--- src/rtl/ctl_pkg.sv ---
// Shared types, token codes, character codes and keyword table of the C token lexer.
package ctl_pkg;

  localparam int unsigned KeywordBytes = 8;
  localparam int unsigned LengthBits   = 16;
  localparam int unsigned KwTextBytes  = 8;
  localparam int unsigned KwCount      = 34;
  localparam int unsigned QueueDepth   = 4;

  localparam logic [3:0] TokKeyword  = 4'd0;
  localparam logic [3:0] TokIdent    = 4'd1;
  localparam logic [3:0] TokInteger  = 4'd2;
  localparam logic [3:0] TokOperator = 4'd3;
  localparam logic [3:0] TokParenL   = 4'd4;
  localparam logic [3:0] TokParenR   = 4'd5;
  localparam logic [3:0] TokBraceL   = 4'd6;
  localparam logic [3:0] TokBraceR   = 4'd7;
  localparam logic [3:0] TokBrackL   = 4'd8;
  localparam logic [3:0] TokBrackR   = 4'd9;
  localparam logic [3:0] TokComma    = 4'd10;
  localparam logic [3:0] TokSemi     = 4'd11;
  localparam logic [3:0] TokString   = 4'd12;
  localparam logic [3:0] TokInvalid  = 4'd13;
  localparam logic [3:0] TokEnd      = 4'd14;

  localparam logic [7:0] ChLf     = 8'h0A;
  localparam logic [7:0] ChSlash  = 8'h2F;
  localparam logic [7:0] ChStar   = 8'h2A;
  localparam logic [7:0] ChQuote  = 8'h22;
  localparam logic [7:0] ChUnder  = 8'h5F;
  localparam logic [7:0] ChEquals = 8'h3D;

  typedef struct packed {
    logic [7:0] source_byte;
    logic       end_of_input;
  } in_t;

  typedef struct packed {
    logic [3:0]  token_kind;
    logic [5:0]  keyword_number;
    logic [15:0] token_length;
    logic [7:0]  lead_byte;
    logic        has_equals;
    logic [23:0] line_number;
    logic [15:0] column_number;
    logic        last_of_run;
  } out_t;

  // Tokens produced by one request, in order.
  typedef struct packed {
    logic [1:0] count;
    out_t       first;
    out_t       second;
  } scan_out_t;

  // Keyword text as a right-justified string literal.
  function automatic logic [63:0] kw_text(int unsigned k);
    logic [63:0] t;
    case (k)
      0:  t = 64'("auto");
      1:  t = 64'("break");
      2:  t = 64'("case");
      3:  t = 64'("char");
      4:  t = 64'("const");
      5:  t = 64'("continue");
      6:  t = 64'("default");
      7:  t = 64'("do");
      8:  t = 64'("double");
      9:  t = 64'("else");
      10: t = 64'("enum");
      11: t = 64'("extern");
      12: t = 64'("float");
      13: t = 64'("for");
      14: t = 64'("goto");
      15: t = 64'("if");
      16: t = 64'("inline");
      17: t = 64'("int");
      18: t = 64'("long");
      19: t = 64'("register");
      20: t = 64'("restrict");
      21: t = 64'("return");
      22: t = 64'("short");
      23: t = 64'("signed");
      24: t = 64'("sizeof");
      25: t = 64'("static");
      26: t = 64'("struct");
      27: t = 64'("switch");
      28: t = 64'("typedef");
      29: t = 64'("union");
      30: t = 64'("unsigned");
      31: t = 64'("void");
      32: t = 64'("volatile");
      33: t = 64'("while");
      default: t = '0;
    endcase
    return t;
  endfunction

  function automatic logic [3:0] kw_length(int unsigned k);
    logic [63:0] t;
    logic [3:0]  n;
    t = kw_text(k);
    n = '0;
    for (int j = 0; j < KwTextBytes; j++) begin
      if (t[8*j +: 8] != 8'd0) n = n + 4'd1;
    end
    return n;
  endfunction

  // Keyword laid out as the scan window holds it: first character in the low byte.
  function automatic logic [63:0] kw_pattern(int unsigned k);
    logic [63:0] t;
    logic [63:0] p;
    int unsigned n;
    t = kw_text(k);
    n = int'(kw_length(k));
    p = '0;
    for (int j = 0; j < KwTextBytes; j++) begin
      if (j < n) p[8*j +: 8] = t[8*(n-1-j) +: 8];
    end
    return p;
  endfunction

endpackage

--- src/rtl/c_token_lexer.sv ---
// Top level of the C token lexer: scanner plus result queue.
// Tokens are registered in the result queue by the byte that completes them; its head drives the output.
// Throughput: one source byte per cycle while in_stall_o is low; the scanner registers its new state per byte.
// A byte that finishes two tokens yields two output records; a four-entry result
// queue absorbs this and raises in_stall_o when fewer than two entries are free.
// Reset (asynchronous, active low): scanner idle at line 1, column 1; queue empty.
module c_token_lexer import ctl_pkg::*; #(
  parameter int unsigned KEYWORD_BYTES = KeywordBytes,
  parameter int unsigned LENGTH_BITS   = LengthBits
) (
  input  logic clk_i,
  input  logic rst_ni,
  input  logic in_valid_i,
  output logic in_stall_o,
  input  in_t  in_data_i,
  output logic out_valid_o,
  input  logic out_stall_i,
  output out_t out_data_o
);

  localparam int unsigned CntBits = $clog2(QueueDepth + 1);

  scan_out_t          res;
  logic               accept;
  logic               pop;
  logic [CntBits-1:0] cnt_q, cnt_d;
  logic [CntBits-1:0] base;
  out_t               q_q [QueueDepth];
  out_t               q_d [QueueDepth];

  assign accept = in_valid_i && !in_stall_o;
  assign pop    = (cnt_q != '0) && !out_stall_i;

  ctl_scan #(
    .KEYWORD_BYTES(KEYWORD_BYTES),
    .LENGTH_BITS  (LENGTH_BITS)
  ) u_scan (
    .clk_i   (clk_i),
    .rst_ni  (rst_ni),
    .accept_i(accept),
    .item_i  (in_data_i),
    .res_o   (res)
  );

  // Entries shift toward the head on a pop; new tokens land behind the survivors.
  always_comb begin
    base  = pop ? cnt_q - CntBits'(1) : cnt_q;
    cnt_d = base + CntBits'(res.count);
    for (int i = 0; i < QueueDepth; i++) begin
      q_d[i] = q_q[i];
    end
    if (pop) begin
      for (int i = 0; i < QueueDepth - 1; i++) begin
        q_d[i] = q_q[i+1];
      end
    end
    for (int i = 0; i < QueueDepth; i++) begin
      if (res.count != 2'd0 && CntBits'(i) == base) q_d[i] = res.first;
      if (res.count == 2'd2 && CntBits'(i) == base + CntBits'(1)) q_d[i] = res.second;
    end
  end

  always_ff @(posedge clk_i) begin
    q_q <= q_d;
  end

  always_ff @(posedge clk_i or negedge rst_ni) begin
    if (!rst_ni) begin
      cnt_q <= '0;
    end else begin
      cnt_q <= cnt_d;
    end
  end

  assign in_stall_o  = cnt_q > CntBits'(QueueDepth - 2);
  assign out_valid_o = cnt_q != '0;
  assign out_data_o  = q_q[0];

`ifndef SYNTH
  a_queue_bound: assert property (@(posedge clk_i) disable iff (!rst_ni)
    cnt_q <= CntBits'(QueueDepth))
    else $error("result queue overflow");

  a_pair_order: assert property (@(posedge clk_i) disable iff (!rst_ni)
    res.count == 2'd2 |-> (!res.first.last_of_run && res.second.last_of_run))
    else $error("token pair marks the wrong record as last");

  a_end_shows: assert property (@(posedge clk_i) disable iff (!rst_ni)
    (accept && in_data_i.end_of_input) |=> out_valid_o)
    else $error("end of input produced no token");
`endif

endmodule

--- src/rtl/ctl_scan.sv ---
// Scanner state and per-byte token recognition of the C token lexer.
module ctl_scan import ctl_pkg::*; #(
  parameter int unsigned KEYWORD_BYTES = KeywordBytes,
  parameter int unsigned LENGTH_BITS   = LengthBits
) (
  input  logic      clk_i,
  input  logic      rst_ni,
  input  logic      accept_i,
  input  in_t       item_i,
  output scan_out_t res_o
);

  localparam int unsigned WinBits = KEYWORD_BYTES * 8;
  localparam int unsigned LenExt  = (LENGTH_BITS > 16) ? LENGTH_BITS : 16;

  typedef enum logic [3:0] {
    ModeIdle, ModeIdent, ModeInt, ModeOp, ModeSlash,
    ModeLine, ModeBlock, ModeStar, ModeString
  } mode_e;

  typedef struct packed {
    logic [23:0] line;
    logic [15:0] col;
  } pos_t;

  mode_e                  mode_q, mode_d;
  logic [WinBits-1:0]     win_q, win_d;
  logic [LENGTH_BITS-1:0] len_q, len_d;
  logic [7:0]             lead_q, lead_d;
  pos_t                   pos_q, pos_d;

  logic [7:0]  b;
  pos_t        step_p;
  logic [5:0]  kw_num;
  logic        upper_zero;
  logic [15:0] len16;
  logic [LenExt-1:0] len_ext;

  // Outcome of treating the byte as the start of a new token.
  mode_e                  i_mode;
  logic [WinBits-1:0]     i_win;
  logic [LENGTH_BITS-1:0] i_len;
  logic [7:0]             i_lead;
  logic                   i_emit;
  out_t                   i_rec;

  logic flush_ok;
  out_t flush_rec;
  logic fv, mv;
  out_t frec, mrec;

  function automatic logic is_space(logic [7:0] c);
    return c inside {8'd32, [8'd9:8'd13]};
  endfunction

  function automatic logic is_digit(logic [7:0] c);
    return c inside {["0":"9"]};
  endfunction

  function automatic logic is_alpha(logic [7:0] c);
    return c inside {["a":"z"], ["A":"Z"]};
  endfunction

  function automatic logic is_word(logic [7:0] c);
    return is_alpha(c) || is_digit(c) || (c == ChUnder);
  endfunction

  function automatic pos_t step_pos(pos_t p, logic [7:0] c);
    pos_t r;
    r = p;
    if (c == ChLf) begin
      if (p.line != '1) r.line = p.line + 24'd1;
      r.col = 16'd1;
    end else if (p.col != '1) begin
      r.col = p.col + 16'd1;
    end
    return r;
  endfunction

  function automatic logic [3:0] punct_kind(logic [7:0] c);
    logic [3:0] k;
    case (c)
      "(":     k = TokParenL;
      ")":     k = TokParenR;
      "{":     k = TokBraceL;
      "}":     k = TokBraceR;
      "[":     k = TokBrackL;
      "]":     k = TokBrackR;
      ",":     k = TokComma;
      ";":     k = TokSemi;
      default: k = TokInvalid;
    endcase
    return k;
  endfunction

  function automatic out_t mk(logic [3:0] k, logic [5:0] kw, logic [15:0] n,
                              logic [7:0] ld, logic eq, logic [23:0] line,
                              logic [15:0] col);
    out_t r;
    r.token_kind     = k;
    r.keyword_number = kw;
    r.token_length   = n;
    r.lead_byte      = ld;
    r.has_equals     = eq;
    r.line_number    = line;
    r.column_number  = col;
    r.last_of_run    = 1'b0;
    return r;
  endfunction

  assign b      = item_i.source_byte;
  assign step_p = step_pos(pos_q, b);

  assign len_ext = LenExt'(len_q);
  assign len16   = (len_ext > LenExt'(16'hFFFF)) ? 16'hFFFF : len_ext[15:0];

  // Window bytes past the first eight are zero whenever a keyword could match.
  always_comb begin
    upper_zero = 1'b1;
    for (int i = KwTextBytes; i < KEYWORD_BYTES; i++) begin
      if (win_q[8*i +: 8] != 8'd0) upper_zero = 1'b0;
    end
  end

  always_comb begin
    kw_num = '0;
    for (int k = 0; k < KwCount; k++) begin
      if (upper_zero && win_q[63:0] == kw_pattern(k)
          && len_q == LENGTH_BITS'(kw_length(k))) begin
        kw_num = 6'(k + 1);
      end
    end
  end

  always_comb begin
    flush_ok  = 1'b1;
    flush_rec = '0;
    case (mode_q)
      ModeIdent: flush_rec = mk((kw_num != '0) ? TokKeyword : TokIdent, kw_num, len16,
                                lead_q, 1'b0, pos_q.line, pos_q.col);
      ModeInt:   flush_rec = mk(TokInteger, 6'd0, len16, lead_q, 1'b0,
                                pos_q.line, pos_q.col);
      ModeOp, ModeSlash:
                 flush_rec = mk(TokOperator, 6'd0, 16'd1, lead_q, 1'b0,
                                pos_q.line, pos_q.col);
      default:   flush_ok = 1'b0;
    endcase
  end

  always_comb begin
    i_mode = ModeIdle;
    i_win  = win_q;
    i_len  = len_q;
    i_lead = lead_q;
    i_emit = 1'b0;
    i_rec  = '0;
    if (is_space(b)) begin
      i_mode = ModeIdle;
    end else if (b == ChSlash) begin
      i_mode = ModeSlash;
      i_win  = '0;
      i_len  = '0;
      i_lead = b;
    end else if (is_alpha(b) || b == ChUnder || is_digit(b)) begin
      i_mode = is_digit(b) ? ModeInt : ModeIdent;
      i_win  = WinBits'(b);
      i_len  = LENGTH_BITS'(1);
      i_lead = b;
    end else if (b inside {"+", "-", "*", "="}) begin
      i_mode = ModeOp;
      i_win  = '0;
      i_len  = '0;
      i_lead = b;
    end else if (b inside {">", "<", "!", "&", "|"}) begin
      i_emit = 1'b1;
      i_rec  = mk(TokOperator, 6'd0, 16'd1, b, 1'b0, step_p.line, step_p.col);
    end else if (b == ChQuote) begin
      i_mode = ModeString;
      i_win  = '0;
      i_len  = '0;
      i_lead = 8'd0;
    end else begin
      // Punctuation and invalid bytes report the column they started at.
      i_emit = 1'b1;
      i_rec  = mk(punct_kind(b), 6'd0, 16'd1, b, 1'b0, step_p.line, pos_q.col);
    end
  end

  always_comb begin
    mode_d = mode_q;
    win_d  = win_q;
    len_d  = len_q;
    lead_d = lead_q;
    pos_d  = pos_q;
    fv     = 1'b0;
    mv     = 1'b0;
    frec   = flush_rec;
    mrec   = '0;
    if (accept_i) begin
      if (item_i.end_of_input) begin
        if (mode_q == ModeString) begin
          fv   = 1'b1;
          frec = mk(TokInvalid, 6'd0, len16, lead_q, 1'b0, pos_q.line, pos_q.col);
        end else begin
          fv = flush_ok;
        end
        mv     = 1'b1;
        mrec   = mk(TokEnd, 6'd0, 16'd0, 8'd0, 1'b0, pos_q.line, pos_q.col);
        mode_d = ModeIdle;
        win_d  = '0;
        len_d  = '0;
        lead_d = '0;
        pos_d  = '{line: 24'd1, col: 16'd1};
      end else begin
        case (mode_q)
          ModeIdent, ModeInt: begin
            if ((mode_q == ModeIdent) ? is_word(b) : is_digit(b)) begin
              for (int i = 0; i < KEYWORD_BYTES; i++) begin
                if (len_q == LENGTH_BITS'(i)) win_d[8*i +: 8] = b;
              end
              if (len_q != '1) len_d = len_q + LENGTH_BITS'(1);
              pos_d = step_p;
            end else begin
              fv     = 1'b1;
              mode_d = i_mode;
              win_d  = i_win;
              len_d  = i_len;
              lead_d = i_lead;
              pos_d  = step_p;
              mv     = i_emit;
              mrec   = i_rec;
            end
          end
          ModeOp, ModeSlash: begin
            if (b == ChEquals) begin
              mv     = 1'b1;
              mrec   = mk(TokOperator, 6'd0, 16'd2, lead_q, 1'b1, step_p.line, step_p.col);
              mode_d = ModeIdle;
              pos_d  = step_p;
            end else if (mode_q == ModeSlash && b == ChSlash) begin
              mode_d = ModeLine;
              pos_d  = step_p;
            end else if (mode_q == ModeSlash && b == ChStar) begin
              mode_d = ModeBlock;
              pos_d  = step_p;
            end else begin
              fv     = 1'b1;
              mode_d = i_mode;
              win_d  = i_win;
              len_d  = i_len;
              lead_d = i_lead;
              pos_d  = step_p;
              mv     = i_emit;
              mrec   = i_rec;
            end
          end
          ModeLine: begin
            if (b == ChLf) mode_d = ModeIdle;
            pos_d = step_p;
          end
          ModeBlock: begin
            if (b == ChStar) mode_d = ModeStar;
            pos_d = step_p;
          end
          ModeStar: begin
            if (b == ChSlash) begin
              mode_d = ModeIdle;
            end else if (b != ChStar) begin
              mode_d = ModeBlock;
            end
            pos_d = step_p;
          end
          ModeString: begin
            pos_d = step_p;
            if (b == ChQuote) begin
              mv     = 1'b1;
              mrec   = mk(TokString, 6'd0, len16, lead_q, 1'b0, step_p.line, step_p.col);
              mode_d = ModeIdle;
            end else begin
              if (len_q == '0) lead_d = b;
              if (len_q != '1) len_d = len_q + LENGTH_BITS'(1);
            end
          end
          default: begin
            mode_d = i_mode;
            win_d  = i_win;
            len_d  = i_len;
            lead_d = i_lead;
            pos_d  = step_p;
            mv     = i_emit;
            mrec   = i_rec;
          end
        endcase
      end
    end
  end

  always_comb begin
    res_o = '0;
    if (fv && mv) begin
      res_o.count              = 2'd2;
      res_o.first              = frec;
      res_o.second             = mrec;
      res_o.second.last_of_run = 1'b1;
    end else if (fv || mv) begin
      res_o.count             = 2'd1;
      res_o.first             = fv ? frec : mrec;
      res_o.first.last_of_run = 1'b1;
    end
  end

  always_ff @(posedge clk_i or negedge rst_ni) begin
    if (!rst_ni) begin
      mode_q <= ModeIdle;
      win_q  <= '0;
      len_q  <= '0;
      lead_q <= '0;
      pos_q  <= '{line: 24'd1, col: 16'd1};
    end else begin
      mode_q <= mode_d;
      win_q  <= win_d;
      len_q  <= len_d;
      lead_q <= lead_d;
      pos_q  <= pos_d;
    end
  end

endmodule
--- config.mk ---
export PLATFORM = sky130hd
export DESIGN_NAME = c_token_lexer
export DESIGN_NICKNAME = d
export VERILOG_FILES = /design/src/rtl/ctl_pkg.sv /design/src/rtl/c_token_lexer.sv /design/src/rtl/ctl_scan.sv
export SDC_FILE = /design/constraint.sdc
export NUM_CORES = 1
export LEC_CHECK = 0
export ABC_AREA = 1
export BUFFER_PORTS_ARGS = -buffer_cell sky130_fd_sc_hd__buf_4
export CAP_MARGIN = 20
export CORE_MARGIN = 1.5
export CORE_UTILIZATION = 28
export DETAILED_ROUTE_END_ITERATION = 10
export SLEW_MARGIN = 5
export SYNTH_ARGS = -nofsm -noshare
export SYNTH_HDL_FRONTEND = slang
export SYNTH_SLANG_ARGS = --single-unit
--- constraint.sdc ---
create_clock -name clk_i -period 7.8 [get_ports clk_i]
set_input_delay 1.17 -clock clk_i [delete_from_list [all_inputs] [get_ports clk_i]]
set_output_delay 1.17 -clock clk_i [all_outputs]
set_load 0.1 [all_outputs]
# Yosys cells after proc, flatten, opt, wreduce, memory -nomap -nowiden
# Index checks and enable logic that the tools add are counted.
totals:
  register_bits: 439
  inputBits: 13
  out_inout_bits: 78
  elab_cells: 416
classes:
  n_addsub: 6
  order_cmp: 10
  n_eq_ne: 103
  n_mux: 163
  reduce_logical: 88
ops:
  columns: ["operator", "n"]
  rows:
  - ["$mux W76", 26]
  - ["$mux W64", 11]
  - ["$eq A64 B47 Y1 const B", 9]
  - ["$eq A64 B31 Y1 const B", 8]
  - ["$eq A64 B39 Y1 const B", 6]
  - ["$eq A64 B63 Y1 const B", 5]
  - ["$pmux W76 S4", 1]
  - ["$mux W16", 16]
  - ["$mux W228", 1]
  - ["$pmux W76 S3", 1]
  - ["$mux W6", 33]
  - ["$pmux W64 S3", 1]
  - ["$mux W8", 20]
  - ["$eq A64 B15 Y1 const B", 2]
  - ["$eq A64 B23 Y1 const B", 2]
  - ["$eq A64 B55 Y1 const B", 2]
  - ["$eq A8 B6 Y1 const B", 15]
  - ["$mux W78", 1]
  - ["$mux W77", 1]
  - ["$eq A16 B3 Y1 const B", 4]
  - ["$mux W4", 16]
  - ["$pmux W16 S4", 1]
  - ["$reduce_and A6 Y1", 10]
  - ["$logic_and A1 B1 Y1", 51]
  - ["57 further kinds", 127]

# Longest topological paths before layout
logic_depth:
  word_depth: 49
  depth_mapped: 31
  mapped_depth_nobuf: 29

# By module
# From an unflattened synthesis, not the netlist that was laid out.
hier_totals:
  cells_unflattened: 4377
  area_unflattened_um2: 30952.2
by_module_without_submodules:
  columns: ["mod", "instances", "cells_per_inst", "area_per_inst_um2", "seq_area_each_um2"]
  rows:
  - ["c_token_lexer", 1, 2180, 17545.6, 9203.8]
  - ["ctl_scan", 1, 2197, 13406.6, 3305.7]

# Worst setup path after synthesis
# No wires, ideal clock.
synth_timing:
  path_kind: "input -> register"
  from: "input port in_data_i[3] (netlist bit)"
  to: "register q_q[0] (netlist bit), enable pin"
  setup_ns: 0.615
  t_arrival_ns: 8.417
  path_slack_ns: -1.232
  path_stages: 18
  path_buffers: 1
  cell_sequence: "buf_2 > inv_2 > nand2_2 > nor2_1 > a21oi_1 > nor2_1 > nor2b_4 > nand2_2 > nor2_4 > inv_2 > nor2_4 > nand2_1 > nand2_2 > inv_2 > nand2_1 > nand2_1 > ha_1 > o21ai_0"
synth_via:
  elab_chain_cells: 20
synth_rtl:
  columns: ["item", "line_no", "text"]
  rows:
  - ["start, declared", "c_token_lexer.sv:15", "input in_t in_data_i,"]
  - ["$ge A8 B7 Y1 or $le A8 B7 Y1 (tied branches)", "ctl_scan.sv:61", "return c inside {[\"a\":\"z\"], [\"A\":\"Z\"]};"]
  - ["$logic_and A1 B1 Y1", "ctl_scan.sv:61", null]
  - ["$reduce_bool A2 Y1", "ctl_scan.sv:61", null]
  - ["$logic_or A1 B1 Y1 (2 in a row)", "ctl_scan.sv:164", "end else if (is_alpha(b) || b == ChUnder || is_digit(b)) begin"]
  - ["$mux W1", "ctl_scan.sv:164", null]
  - ["$mux W1", "ctl_scan.sv:159", "end else if (b == ChSlash) begin"]
  - ["$mux W1", "ctl_scan.sv:157", "if (is_space(b)) begin"]
  - ["$mux W1", "ctl_scan.sv:243", "end else if (mode_q == ModeSlash && b == ChStar) begin"]
  - ["[3 not listed]", null, null]
  - ["$mux W1", "ctl_scan.sv:200", "if (item_i.end_of_input) begin"]
  - ["$mux W1", "ctl_scan.sv:199", "if (accept_i) begin"]
  - ["$logic_or A1 B1 Y1", "ctl_scan.sv:305", "end else if (fv || mv) begin"]
  - ["$mux W77", "ctl_scan.sv:305", null]
  - ["$mux W78 *", "ctl_scan.sv:300", "if (fv && mv) begin"]
  - ["$eq A2 B2 Y1 or $reduce_bool A2 Y1 (tied branches)", "c_token_lexer.sv:59, c_token_lexer.sv:58", null]
  - ["$logic_and A1 B1 Y1, on equally long branches", "c_token_lexer.sv:59, c_token_lexer.sv:58", null]
  - ["$reduce_bool A2 Y1 (no source line) *", null, null]
  - ["end signal, assigned", "c_token_lexer.sv:64", "q_q <= q_d;"]
  - ["end, declared", "c_token_lexer.sv:28", "out_t q_q [QueueDepth];"]
# Mark *: on every way between the ends. The rest lies on a longest branch, timed or not.
# A chain may end at the register's enable or synchronous reset.

# Worst setup path after layout
layout_timing:
  from: "input port in_data_i[1] (netlist bit)"
  to: "register q_q (netlist bit out_data_o[65]), enable pin"
layout_via:
  elab_chain_cells: 20
layout_rtl:
  columns: ["item", "line_no"]
  rows:
  - ["$ge A8 B7 Y1 or $le A8 B7 Y1 (tied branches)", "ctl_scan.sv:61"]
  - ["$logic_and A1 B1 Y1", "ctl_scan.sv:61"]
  - ["$reduce_bool A2 Y1", "ctl_scan.sv:61"]
  - ["$logic_or A1 B1 Y1 (2 in a row)", "ctl_scan.sv:164"]
  - ["$mux W1", "ctl_scan.sv:164"]
  - ["$mux W1", "ctl_scan.sv:159"]
  - ["$mux W1", "ctl_scan.sv:157"]
  - ["$mux W1", "ctl_scan.sv:243"]
  - ["[3 not listed]", null]
  - ["$mux W1", "ctl_scan.sv:200"]
  - ["$mux W1", "ctl_scan.sv:199"]
  - ["$logic_or A1 B1 Y1", "ctl_scan.sv:305"]
  - ["$mux W77", "ctl_scan.sv:305"]
  - ["$mux W78 *", "ctl_scan.sv:300"]
  - ["$eq A2 B2 Y1 or $reduce_bool A2 Y1 (tied branches)", "c_token_lexer.sv:59, c_token_lexer.sv:58"]
  - ["$logic_and A1 B1 Y1, on equally long branches", "c_token_lexer.sv:59, c_token_lexer.sv:58"]
  - ["$reduce_bool A3 Y1 (no source line) *", null]
# Marks and branches as above.

==> impl_metrics.toml <==
[timing]
worst_slew_pin_slew_ns = 1.10
fin_ws_ns = 1.80
fin_worst_skew_ns = 0.0345
final-hold-violation-count = 0
timing.fmax_ghz = 0.167
period_minus_slack_ns = 6.00
finalSetupTns_ns = 0
rsz0062_at_grt = "false"
fin_crit_sh_pct = 76.9
drv_slew = 0
whs_ns = 0.517
setup_viol = 0
relSlewSlack_pct = 26.7

[layout]
drive_above_1_share_pct = 8.74
final_common_cell = "nand2_1"
layout.nets = 3557
area_delta_synth_final_pct = 11.5
multi_input_area_um2 = 12600
final_cell_mix = "nand2_1, nor2_1, inv_1, o21ai_0, edfxtp_1"
n_fill_cell = 10441
finish.utilization_pct = 31.5
register_area_um2 = 12500
antennaDiodeCount = 0

[worst_setup_path]
required_ns = 8.14
max_stage_delay_ns = 0.80
reg2reg_slack_ns = 2.21
crit_top_cell = "nand2_1"
cp_cell_sequence = "buf_4 > inv_1 > nor2_1 > nand2_1 > a211oi_2 > inv_2 > nand2_2 > nand2_4 > a21oi_4 > nand2_4 > nand2_1 > nand2_2 > inv_2 > nand2_1 > nand2_1 > inv_1 > ha_1 > buf_4 > nand2_1 > inv_1 > nand2_4 > nand3_4 > buf_4"
crit_path_start_kind = "input pin"
path_max_fanout = 56
r2r_cells = 20
path_class = "input pin to flip-flop"
crit_arrival_ns = 6.34
endpoint_kind = "flip-flop"
cpMaxStageDelayCell = "nand3_4"

[placed_design]
dpl_worst_slack_ns = 1.17
portBuffers = 90
dp_hpwl_um = 67600
place.gp.congestion = 0.968

[detailed_routing]
dr.pass1.iters = 6
viasPerCell = 5.30
ant_nets = 0
wl_per_cell_um = 20.1
drt_iter0_drc = 2446
vias = 25752
wl_um = 97700
remaining_drc_errors = 0

[flow_run]
maxCapViolCount = 0

[clocking]
clockBufferDepth = 3
clock_sinks = 439
insertion_delay_ns = 0.63
cts-root-buf = "clkbuf_16"
clkTransAtPathRegs_ns = 0.06
cts_resized = 0
cts_max_level = 2
holdBufCountCts = 0
numCtsBuffers = 51
cts_tree = "yes"
post-cts-setup-buffers = 0

[run_status]
status = "finished clean"

[yosys]
synth_edf_count = 304
synth_seq_cells = 439
yosysWarnings = 0
ys_seq_area_share_pct = 45.1
ys_types = 65
synth.cell_area_um2 = 27800
synth_top_area_share_pct = 32.9
async_flop_share_pct = 30.8
synthCells = 3585
synth_top_cells_by_area = "edfxtp_1, dfrtp_1, nand2_1"
syn-num-nets = 3613
synth-main-ff-cell = "edfxtp_1"
synth_top_area_cell = "edfxtp_1"
synth_area_per_cell_um2 = 7.74

[floorplan]
rows = 115
die-area_um2 = 101000
io_pins = 91
start_util_pct = 28.2
die_h_um = 318
die_w_um = 318
core_um2 = 98300

[pwr]
total_leakage_power_uw = 0.0120
powerDensity_nw_per_um2 = 352
ir_worst_vdd_mv = 0.173

[global_routing]
grt_usage_pct = 18.8
grt_pass1_wl_um = 150000
grt.overflow.total = 0
grt_pass1_vias = 24699
grt_max_degree = 93
antenna_found_initial = 1

[min_path]
whs_path_depth = 1
hold_path.class = "flip-flop to flip-flop"
synth_stat cells, types with 3 or more instances:
| cell type | instances |
|---|---|
| o41ai_1 | 4 |
| nand3b_1 | 5 |
| nor3_1 | 121 |
| dfrtp_1 | 133 |
| nand2_4 | 3 |
| a21boi_1 | 7 |
| buf_2 | 21 |
| nor4_1 | 19 |
| inv_2 | 20 |
| o21ai_0 | 334 |
| nand2_1 | 594 |
| o211ai_1 | 47 |
| o21ai_2 | 7 |
| a22oi_2 | 5 |
| a22oi_1 | 90 |
| and3_1 | 4 |
| nand2_2 | 10 |
| a31oi_1 | 11 |
| nor2_2 | 7 |
| buf_4 | 76 |
| nor3_2 | 3 |
| o221ai_2 | 4 |
| o21ai_1 | 37 |
| edfxtp_1 | 304 |
| o21bai_1 | 4 |
| or2_2 | 9 |
| nor2_1 | 523 |
| nand3_1 | 176 |
| o221ai_1 | 9 |
| nor2_4 | 5 |
| o31ai_1 | 9 |
| o22ai_1 | 177 |
| inv_1 | 358 |
| xor2_1 | 26 |
| buf_6 | 3 |
| clkbuf_1 | 134 |
| clkinv_1 | 7 |
| ha_1 | 14 |
| buf_1 | 13 |
| nand4_1 | 76 |
| a21oi_1 | 145 |
through the flow:
stage / cell area, um2 / cells / power, uW
after CTS: 30900 / 4855 / 10900
final: 31000 / 4857 / 10900
after global placement: 29300 / 4761 / 8470
after global routing: 31000 / 4857 / 11400
after detailed placement: 29300 / 4761 / 8500
after floorplan: 27800 / 3585 / 7360
critical path, delay by kind of cell:
kind,cells,cell delay [ns]
buf+inv,8,1.45
compound gates,2,0.67
simple gates,12,2.80
fa+ha+maj,1,0.19
final timing paths:
| kind | start | to |
|---|---|---|
| max in group asynchronous | rst_ni | u_scan.win_q[18]$_DFFE_PN0P_ |
| worst max register to register | u_scan.mode_q[1]$_DFFE_PN0P_ | out_data_o[65]$_DFFE_PP_ |
| worst min register to register | u_scan.win_q[14]$_DFFE_PN0P_ | u_scan.win_q[14]$_DFFE_PN0P_ |
| worst max-delay path | in_data_i[1] | out_data_o[65]$_DFFE_PP_ |
| min in group asynchronous | rst_ni | u_scan.pos_q[8]$_DFFE_PN0P_ |
| worst min-delay path | u_scan.win_q[14]$_DFFE_PN0P_ | u_scan.win_q[14]$_DFFE_PN0P_ |
flip-flops by register name (all words and copies together) (netlist names):
register,flops
q_q,228
out_data_o,76
u_scan.win_q,64
u_scan.pos_q,40
u_scan.len_ext,16
u_scan.lead_q,8
u_scan.mode_q,4
cnt_q,3
where the power goes:
part           switching (uW)  internal (uW)  leakage [uW]
Combinational            3650           1070       0.00638
Sequential                378           3390       0.00479
Clock                    1020           1380      0.000820
Total                    5050           5830        0.0120
layer usage:
layer  up-vias  GRT usage [%]  share of wire (%)
li1      12302              -                  -
met1     12324           26.2                 45
met2       960           29.4                 44
met3       164           3.08                7.0
met4         2           6.56                3.4
met5         -              0              0.012
kinds of logic after synthesis:
group	share of synthesized area, %
and+or+nand+nor	24.1
AOI/OAI and AO/OA	19.6
buffers and inverters	9.75
DFF	45.1
xor gates and xnor gates	0.852
adders and majority gates	0.703
cell type report:
cell class              instances  area share (%)
multi-input cells            2514            40.8
clock inverters                26           0.764
well taps                    1287            5.20
clock buffers                  68            4.60
flip-flops and latches        439            40.4
repair buffers                138            3.52
inverters                     385            4.67
(Power assumes the default switching activity.)
